## src/rtl/ols_pkg.sv

```systemverilog
// Shared types, codes and constants for the ordered list store.
package ols_pkg;

  localparam int DEFAULT_CAPACITY = 32;
  localparam int VALUE_W          = 32;
  localparam int POS_W            = 6;
  localparam int OP_W             = 4;
  localparam int STATUS_W         = 2;

  typedef enum logic [OP_W-1:0] {
    OP_INS_FIRST = 4'd0,
    OP_INS_LAST  = 4'd1,
    OP_INS_AT    = 4'd2,
    OP_DEL_FIRST = 4'd3,
    OP_DEL_LAST  = 4'd4,
    OP_DEL_AT    = 4'd5,
    OP_COUNT     = 4'd6,
    OP_SEARCH    = 4'd7,
    OP_DUMP      = 4'd8
  } op_t;

  typedef enum logic [STATUS_W-1:0] {
    ST_OK     = 2'd0,
    ST_EMPTY  = 2'd1,
    ST_BADPOS = 2'd2,
    ST_FULL   = 2'd3
  } status_t;

  typedef enum logic [2:0] {
    S_IDLE,
    S_WALK_UP,
    S_WALK_DN,
    S_DRAIN,
    S_DONE
  } state_t;

  // Memory port strobes
  typedef struct packed {
    logic we;
    logic re;
  } mem_ctl_t;

  // One result transaction before the output register
  typedef struct packed {
    logic                      valid;
    status_t                   status;
    logic signed [VALUE_W-1:0] value;
    logic [POS_W-1:0]          pos;
    logic [POS_W-1:0]          count;
    logic                      last;
  } res_t;

endpackage

```

## src/rtl/ols_mem.sv

```systemverilog
// Entry store: one write port and one registered read port.
module ols_mem #(
  parameter int CAPACITY = ols_pkg::DEFAULT_CAPACITY,
  parameter int IDX_W    = $clog2(CAPACITY)
) (
  input  logic                               clk,
  input  ols_pkg::mem_ctl_t                  ctl,
  input  logic [IDX_W-1:0]                   waddr,
  input  logic signed [ols_pkg::VALUE_W-1:0] wdata,
  input  logic [IDX_W-1:0]                   raddr,
  output logic signed [ols_pkg::VALUE_W-1:0] rdata
);
  import ols_pkg::*;

  logic signed [VALUE_W-1:0] mem [CAPACITY];

  // Write one entry per cycle
  always_ff @(posedge clk) begin
    if (ctl.we) begin
      mem[waddr] <= wdata;
    end
  end

  // Register read data
  always_ff @(posedge clk) begin
    if (ctl.re) begin
      rdata <= mem[raddr];
    end
  end

endmodule

```

## src/rtl/ols_seq.sv

```systemverilog
// Sequencer: request decode, entry walk over the store, shared compare.
module ols_seq #(
  parameter int CAPACITY = ols_pkg::DEFAULT_CAPACITY,
  parameter int IDX_W    = $clog2(CAPACITY),
  parameter int CNT_W    = $clog2(CAPACITY + 1)
) (
  input  logic                               clk,
  input  logic                               rst,
  input  logic                               start,
  input  logic [ols_pkg::OP_W-1:0]           opcode,
  input  logic signed [ols_pkg::VALUE_W-1:0] value,
  input  logic [ols_pkg::POS_W-1:0]          position,
  output logic                               busy,
  output ols_pkg::res_t                      res,
  output ols_pkg::mem_ctl_t                  mem_ctl,
  output logic [IDX_W-1:0]                   waddr,
  output logic signed [ols_pkg::VALUE_W-1:0] wdata,
  output logic [IDX_W-1:0]                   raddr,
  input  logic signed [ols_pkg::VALUE_W-1:0] rdata
);
  import ols_pkg::*;

  state_t                    state, state_next;
  op_t                       op_q;
  logic signed [VALUE_W-1:0] val_q;
  logic signed [VALUE_W-1:0] removed;
  logic [IDX_W-1:0]          idx_q;
  logic [IDX_W-1:0]          ptr;
  logic [IDX_W-1:0]          rd_addr;
  logic                      rd_pending;
  logic [CNT_W-1:0]          held;
  logic [CNT_W-1:0]          hits;

  logic                      accept;
  op_t                       op_in;
  logic                      is_ins, is_del, is_scan;
  logic                      full, empty, ins_bad, del_bad;
  logic [IDX_W-1:0]          idx_in;
  logic [IDX_W-1:0]          tail_idx;
  logic [POS_W:0]            held_ext;
  logic                      q_ins, q_del;
  logic                      hit;
  logic [POS_W-1:0]          rd_pos;

  assign busy     = (state != S_IDLE);
  assign accept   = start && !busy;
  assign op_in    = op_t'(opcode);
  assign held_ext = (POS_W + 1)'(held);
  assign tail_idx = IDX_W'(held - CNT_W'(1));
  assign full     = (held == CNT_W'(CAPACITY));
  assign empty    = (held == '0);
  assign is_ins   = (op_in == OP_INS_FIRST) || (op_in == OP_INS_LAST) || (op_in == OP_INS_AT);
  assign is_del   = (op_in == OP_DEL_FIRST) || (op_in == OP_DEL_LAST) || (op_in == OP_DEL_AT);
  assign is_scan  = (op_in == OP_SEARCH) || (op_in == OP_DUMP);
  assign ins_bad  = (op_in == OP_INS_AT) &&
                    ((position == '0) || ((POS_W + 1)'(position) > held_ext + 7'd1));
  assign del_bad  = (op_in == OP_DEL_AT) &&
                    ((position == '0) || ((POS_W + 1)'(position) > held_ext));
  assign q_ins    = (op_q == OP_INS_FIRST) || (op_q == OP_INS_LAST) || (op_q == OP_INS_AT);
  assign q_del    = (op_q == OP_DEL_FIRST) || (op_q == OP_DEL_LAST) || (op_q == OP_DEL_AT);
  // Shared compare unit: one stored entry against the search key per cycle
  assign hit      = (rdata == val_q);
  assign rd_pos   = POS_W'(rd_addr) + POS_W'(1);

  // Target index of the request
  always_comb begin
    unique case (op_in)
      OP_INS_LAST:            idx_in = IDX_W'(held);
      OP_DEL_LAST:            idx_in = tail_idx;
      OP_INS_AT, OP_DEL_AT:   idx_in = IDX_W'(position - POS_W'(1));
      default:                idx_in = '0;
    endcase
  end

  // Next state
  always_comb begin
    state_next = state;
    unique case (state)
      S_IDLE: begin
        if (accept) begin
          if (is_ins && !full && !ins_bad) begin
            state_next = (idx_in == IDX_W'(held)) ? S_DONE : S_WALK_UP;
          end else if (is_del && !empty && !del_bad) begin
            state_next = S_WALK_DN;
          end else if (is_scan && !empty) begin
            state_next = S_WALK_DN;
          end
        end
      end
      S_WALK_UP: begin
        if (ptr == idx_q) state_next = S_DRAIN;
      end
      S_WALK_DN: begin
        if (ptr == tail_idx) state_next = S_DRAIN;
      end
      S_DRAIN: begin
        state_next = (op_q == OP_DUMP) ? S_IDLE : S_DONE;
      end
      S_DONE: begin
        state_next = S_IDLE;
      end
      default: state_next = S_IDLE;
    endcase
  end

  // Memory strobes, shift writes and result transactions
  always_comb begin
    mem_ctl.re = (state == S_WALK_UP) || (state == S_WALK_DN);
    mem_ctl.we = 1'b0;
    raddr      = ptr;
    waddr      = rd_addr;
    wdata      = rdata;
    res        = '0;
    res.status = ST_OK;

    // Move a returned entry one place up or down
    if (rd_pending) begin
      if (q_ins) begin
        mem_ctl.we = 1'b1;
        waddr      = rd_addr + IDX_W'(1);
      end else if (q_del && (rd_addr != idx_q)) begin
        mem_ctl.we = 1'b1;
        waddr      = rd_addr - IDX_W'(1);
      end
    end

    // Drop the new value into its slot
    if ((state == S_DONE) && q_ins) begin
      mem_ctl.we = 1'b1;
      waddr      = idx_q;
      wdata      = val_q;
    end

    // Immediate replies
    if ((state == S_IDLE) && accept) begin
      res.last  = 1'b1;
      res.count = POS_W'(held);
      if (is_ins && full) begin
        res.valid  = 1'b1;
        res.status = ST_FULL;
      end else if (is_ins && ins_bad) begin
        res.valid  = 1'b1;
        res.status = ST_BADPOS;
      end else if ((is_del || is_scan) && empty) begin
        res.valid  = 1'b1;
        res.status = ST_EMPTY;
      end else if (is_del && del_bad) begin
        res.valid  = 1'b1;
        res.status = ST_BADPOS;
      end else if (op_in == OP_COUNT) begin
        res.valid  = 1'b1;
      end
    end

    // Per-entry results of search and dump
    if (rd_pending && (op_q == OP_SEARCH) && hit) begin
      res.valid = 1'b1;
      res.pos   = rd_pos;
    end
    if (rd_pending && (op_q == OP_DUMP)) begin
      res.valid = 1'b1;
      res.value = rdata;
      res.pos   = rd_pos;
      res.count = POS_W'(held);
      res.last  = (rd_addr == tail_idx);
    end

    // Closing result
    if (state == S_DONE) begin
      res.valid = 1'b1;
      res.last  = 1'b1;
      if (q_ins) begin
        res.count = POS_W'(held) + POS_W'(1);
      end else if (q_del) begin
        res.value = removed;
        res.count = POS_W'(held) - POS_W'(1);
      end else begin
        res.count = POS_W'(hits);
      end
    end
  end

  // Control registers
  always_ff @(posedge clk) begin
    if (rst) begin
      state      <= S_IDLE;
      held       <= '0;
      rd_pending <= 1'b0;
      op_q       <= OP_COUNT;
      hits       <= '0;
    end else begin
      state      <= state_next;
      rd_pending <= mem_ctl.re;
      if (accept) begin
        op_q <= op_in;
        hits <= '0;
      end
      if (rd_pending && (op_q == OP_SEARCH) && hit) begin
        hits <= hits + CNT_W'(1);
      end
      if (state == S_DONE) begin
        if (q_ins) begin
          held <= held + CNT_W'(1);
        end else if (q_del) begin
          held <= held - CNT_W'(1);
        end
      end
    end
  end

  // Request payload and walk pointer
  always_ff @(posedge clk) begin
    rd_addr <= ptr;
    if (accept) begin
      val_q <= value;
      idx_q <= idx_in;
      ptr   <= is_ins ? tail_idx : (is_del ? idx_in : '0);
    end else if (state == S_WALK_UP) begin
      ptr <= ptr - IDX_W'(1);
    end else if (state == S_WALK_DN) begin
      ptr <= ptr + IDX_W'(1);
    end
    if (rd_pending && q_del && (rd_addr == idx_q)) begin
      removed <= rdata;
    end
  end

  a_held_bound: assert property (@(posedge clk) disable iff (rst)
    held <= CNT_W'(CAPACITY))
    else $error("entry count beyond capacity");

  a_read_from_walk: assert property (@(posedge clk) disable iff (rst)
    rd_pending |-> ($past(state) == S_WALK_UP) || ($past(state) == S_WALK_DN))
    else $error("read data returned without a walk");

  a_last_ends: assert property (@(posedge clk) disable iff (rst)
    (res.valid && res.last) |=> (state == S_IDLE))
    else $error("sequencer still busy after final result");

  a_write_in_range: assert property (@(posedge clk) disable iff (rst)
    mem_ctl.we |-> (CNT_W'(waddr) <= held))
    else $error("write beyond the held entries");

endmodule

```

## src/rtl/ordered_list_store.sv

```systemverilog
// Ordered list store: a packed store of signed entries with positional edits.
// Count and refused requests leave busy low; the registered result follows in the next cycle.
// Insert or delete at index i walks the entries between i and the back of the list, one entry
// moved per cycle through the single read and single write port of the entry store;
// an insert at the back skips the walk.
// Search and dump walk every held entry, one entry compared or sent a cycle.
// Synchronous reset empties the list at once; results cannot be stalled by the receiver.
module ordered_list_store #(
  parameter int CAPACITY = ols_pkg::DEFAULT_CAPACITY
) (
  input  logic                                clk,
  input  logic                                rst,
  input  logic                                start,
  output logic                                busy,
  input  logic [ols_pkg::OP_W-1:0]            opcode,
  input  logic signed [ols_pkg::VALUE_W-1:0]  value,
  input  logic [ols_pkg::POS_W-1:0]           position,
  output logic                                strobe,
  output logic [ols_pkg::STATUS_W-1:0]        status,
  output logic signed [ols_pkg::VALUE_W-1:0]  item_value,
  output logic [ols_pkg::POS_W-1:0]           item_position,
  output logic [ols_pkg::POS_W-1:0]           entry_count,
  output logic                                last_result
);
  import ols_pkg::*;

  localparam int IDX_W = $clog2(CAPACITY);
  localparam int CNT_W = $clog2(CAPACITY + 1);

  mem_ctl_t                  mem_ctl;
  logic [IDX_W-1:0]          waddr, raddr;
  logic signed [VALUE_W-1:0] wdata, rdata;
  res_t                      res;

  ols_seq #(
    .CAPACITY (CAPACITY),
    .IDX_W    (IDX_W),
    .CNT_W    (CNT_W)
  ) u_seq (
    .clk      (clk),
    .rst      (rst),
    .start    (start),
    .opcode   (opcode),
    .value    (value),
    .position (position),
    .busy     (busy),
    .res      (res),
    .mem_ctl  (mem_ctl),
    .waddr    (waddr),
    .wdata    (wdata),
    .raddr    (raddr),
    .rdata    (rdata)
  );

  ols_mem #(
    .CAPACITY (CAPACITY),
    .IDX_W    (IDX_W)
  ) u_mem (
    .clk   (clk),
    .ctl   (mem_ctl),
    .waddr (waddr),
    .wdata (wdata),
    .raddr (raddr),
    .rdata (rdata)
  );

  // Register the result transaction strobe
  always_ff @(posedge clk) begin
    if (rst) begin
      strobe <= 1'b0;
    end else begin
      strobe <= res.valid;
    end
  end

  // Register the result payload
  always_ff @(posedge clk) begin
    status        <= res.status;
    item_value    <= res.value;
    item_position <= res.pos;
    entry_count   <= res.count;
    last_result   <= res.last;
  end

endmodule
```

## config.mk

```make
export PLATFORM = sky130hd
export DESIGN_NAME = ordered_list_store
export DESIGN_NICKNAME = d
export VERILOG_FILES = /design/src/rtl/ols_pkg.sv /design/src/rtl/ols_mem.sv /design/src/rtl/ols_seq.sv /design/src/rtl/ordered_list_store.sv
export SDC_FILE = /design/constraint.sdc
export NUM_CORES = 1
export LEC_CHECK = 0
export ABC_AREA = 0
export BUFFER_PORTS_ARGS = -buffer_cell sky130_fd_sc_hd__buf_2
export CORE_MARGIN = 2
export CORE_UTILIZATION = 40
export DETAILED_ROUTE_END_ITERATION = 10
export GPL_TIMING_DRIVEN = 0
export PLACE_DENSITY = 0.64
export SLEW_MARGIN = 20
export SYNTH_ARGS = -nofsm -noshare
export SYNTH_HDL_FRONTEND = slang
export SYNTH_SLANG_ARGS = --single-unit
```

## constraint.sdc

```tcl
create_clock -name clk -period 10 [get_ports clk]
set_clock_uncertainty 0.15 [all_clocks]
set_input_delay 1.5 -clock clk [delete_from_list [all_inputs] [get_ports clk]]
set_output_delay 1.5 -clock clk [all_outputs]
set_load 0.005 [all_outputs]
```

==> metrics.txt <==
status completed; cell area power density 191.3 nW/um^2; Core ar. roughly 120,000 sq um; Final Hold Slack 0.2157 ns; slowest cell on the critical path nor3b_2; worst vdd ir 153.3 uV; vias after detailed routing 24,817; max_slew headroom 0.2202; synth warn 0; TritonCTS Buffers 115; CTS tree done; CTS root buf clkbuf_16; Post-synth top flop edfxtp_1; num rows 126; die span in y 347.9 um; antenna violations before repair 1; FFs w/ async S/R, synth 0; hpwl dp 88.47 mm; Net Count, Synth around 2,400; Worst Setup End Kind flip-flop; TritonRoute pass-1 iters 6; leading cell type in the layout, fill and taps excluded edfxtp_1; DIE AREA between 100,000 and 150,000 sq um; Top Ports 94; crit path DAT around 4.9 ns; wire per inst just under 30 um; Leakage Power roughly 18 nW; crit path kind reg2reg; Placed Area 51,400 sq um; fin. max-slew vios 0; synthesized instance count 2,299; largest net degree at the start of global routing 33; ANT cells 0; share of cells above drive strength 1 0.2999; leading cell types in the layout, fill and taps excluded edfxtp_1, mux4_2, nand2_1; area grow syn2layout 16.69%; largest area contributor in the netlist edfxtp_1; Finish-stage setup viols 0; top post-synthesis cells by area edfxtp_1, mux4_2, dfxtp_1; r2r setup slk 5.38 ns; synthesized area per cell 20.58 sq um; Crit Path Max Fanout 10; Worst path max stage delay roughly 0.84 ns; post-synth cell types ~70; total gr overflow 0; Max Clk Rate 0.2166 GHz; nets 2,681; setup repair bufs after CTS 0; first-pass GRT wire length 180.0 mm; worst setup margin 5.382 ns; #FFs+latches synth 1,203; Port Buffers 91; gpl congestion 0.8798; Finished Layout Cells 4,247; DP Cell Count 4,032; Initial Util 0.4018; clock slew at reported path FFs ~0.070 ns; DRT Wirelength 125.9 mm; RSZ-0062 raised after global routing no; crit share post-route 0.4618; Worst Path Buf+Inv 6; Die W approximately 350 um; Worst Hold Class reg2reg; Synth top area share 0.7172; sequential area share after synthesis 0.7481; Worst Tran Pin Value between 1 and 1.5 ns; CTS Buffer Depth 3; Hold-fix buffers, CTS 0; Sink Count 1,203; vias in the first global route 25,173; EDFF count, synth ~1,100; Min Clock Period, post-route 4.618 ns; Final Cell Area around 55,000 sq um; Critical Path Source Type flip-flop; GRT Util Overall 0.2075; crit-path cells clkbuf_1, or3b_1, buf_2, nor2_1, clkbuf_1, nand2_1, o21ai_0, nand2_1, nor3b_2, buf_4, buf_6, buf_4; Critical Path RT 10.28 ns; Via-to-Cell Ratio around 5.8; starting DRC count in detailed routing 3,173; final hold violation count 0; top cell family by delay on the critical path simple AND/OR/NAND/NOR gates; Synth Cell Area roughly 47,000 sq um; clk_lat worst skew 0.72 ns; Post-CTS Resized 0; CTS H-Tree Depth 3; post-route setup TNS 0 ns; Setup WS pre-CTS ~5.5 ns; Routed Antenna Nets 0; # DRC 0; max-cap viol count 0
-- cells by family (layout without fill, tap and decap cells) --
| family | after synthesis | in the layout | synth area share |
|---|---|---|---|
| flip-flops | 1203 | 1203 | 0.7481 |
| multiplexers | 356 | 356 | 0.1608 |
| AND/OR/NAND/NOR | 329 | 329 | 0.03213 |
| AO/OA/AOI/OAI | 163 | 163 | 0.02578 |
| buffers and inverters | 148 | 560 | 0.01272 |
| XOR/XNOR | 77 | 77 | 0.01425 |
| adder cells (fa/ha/maj) | 23 | 23 | 0.006241 |
-- power by group --
group	internal (W)	total, W	switching (W)
registers	0.00546	0.00548	0.0000203
logic	0.000325	0.000718	0.000393
clock network	0.00245	0.00436	0.00191
-- synthesized netlist by cell type (all sizes together) (3+ instances only) --
cell type	number
edfxtp	1130
mux4	320
nand2	143
clkbuf	78
dfxtp	73
nor2	69
buf	44
xor2	40
xnor2	37
a22o	32
mux2	32
a21oi	29
o21ai	27
inv	26
ha	22
nor3	22
nand3	20
nor3b	13
nor4	10
nor2b	9
o211ai	8
or3	7
a21o	6
nand2b	6
nand4	6
o22ai	6
a211oi	5
a221oi	5
and3	5
a211o	4
a221o	4
and2	4
mux2i	4
o21a	4
o21bai	4
o221ai	4
or2	4
a22oi	3
a2bb2oi	3
nand3b	3
nor4b	3
-- state kept, by name, indices dropped and copies added, names as in the netlist, 6 cells and up --
signal / count
u_seq.removed: 32
item_value: 32
u_mem.mem: 1024
item_position: 6
u_seq.val_q: 32
entry_count: 6
u_mem.rdata: 32
u_seq.held: 6
u_seq.hits: 6
-- layout make-up --
| type | instances | area, sq um |
|---|---|---|
| clock buffer | 144 | 3027 |
| buffer | 122 | 520.5 |
| multi-input combinational | 948 | 11530 |
| clock inverter | 71 | 773.2 |
| timing repair buffer | 197 | 1942 |
| tap | 1536 | 1922 |
| inverter | 26 | 97.59 |
| sequential | 1203 | 35390 |
| fill | 9516 | 62560 |
-- worst reg2reg max path: stages, from the launching register on --
cell and delay, ns:
dfxtp_1 0.29, clkbuf_1 0.19, or3b_1 0.47, buf_2 0.22, nor2_1 0.23, clkbuf_1 0.57
nand2_1 0.10, o21ai_0 0.12, nand2_1 0.44, nor3b_2 0.84, buf_4 0.34, buf_6 0.17
buf_4 0.20
-- worst paths after layout --
kind                   from               end  cells after the start
max          u_seq.state[0]   u_mem.mem[7][9]                     12
min          u_seq.raddr[4]  u_seq.rd_addr[4]                      0
max reg2reg  u_seq.state[0]   u_mem.mem[7][9]                     12
min reg2reg  u_seq.raddr[4]  u_seq.rd_addr[4]                      0
-- per-layer routing --
layer / track usage / vias up / share of wire
met5: 0 / - / 0.00010
met1: 0.2664 / 13116 / 0.38
met3: 0.03885 / 231 / 0.085
met2: 0.3517 / 1359 / 0.50
met4: 0.07810 / 2 / 0.037
li1: - / 10109 / -
-- per-stage QoR --
| step | total power (W) | util |
|---|---|---|
| global route | 0.01084 | 0.4688 |
| CTS | 0.01062 | 0.4687 |
| detailed placement | 0.006309 | 0.4365 |
| floorplan | 0.006059 | - |
| finish | 0.01056 | 0.4688 |
| global placement | 0.006291 | 0.4219 |
(Power assumes the default switching activity.)
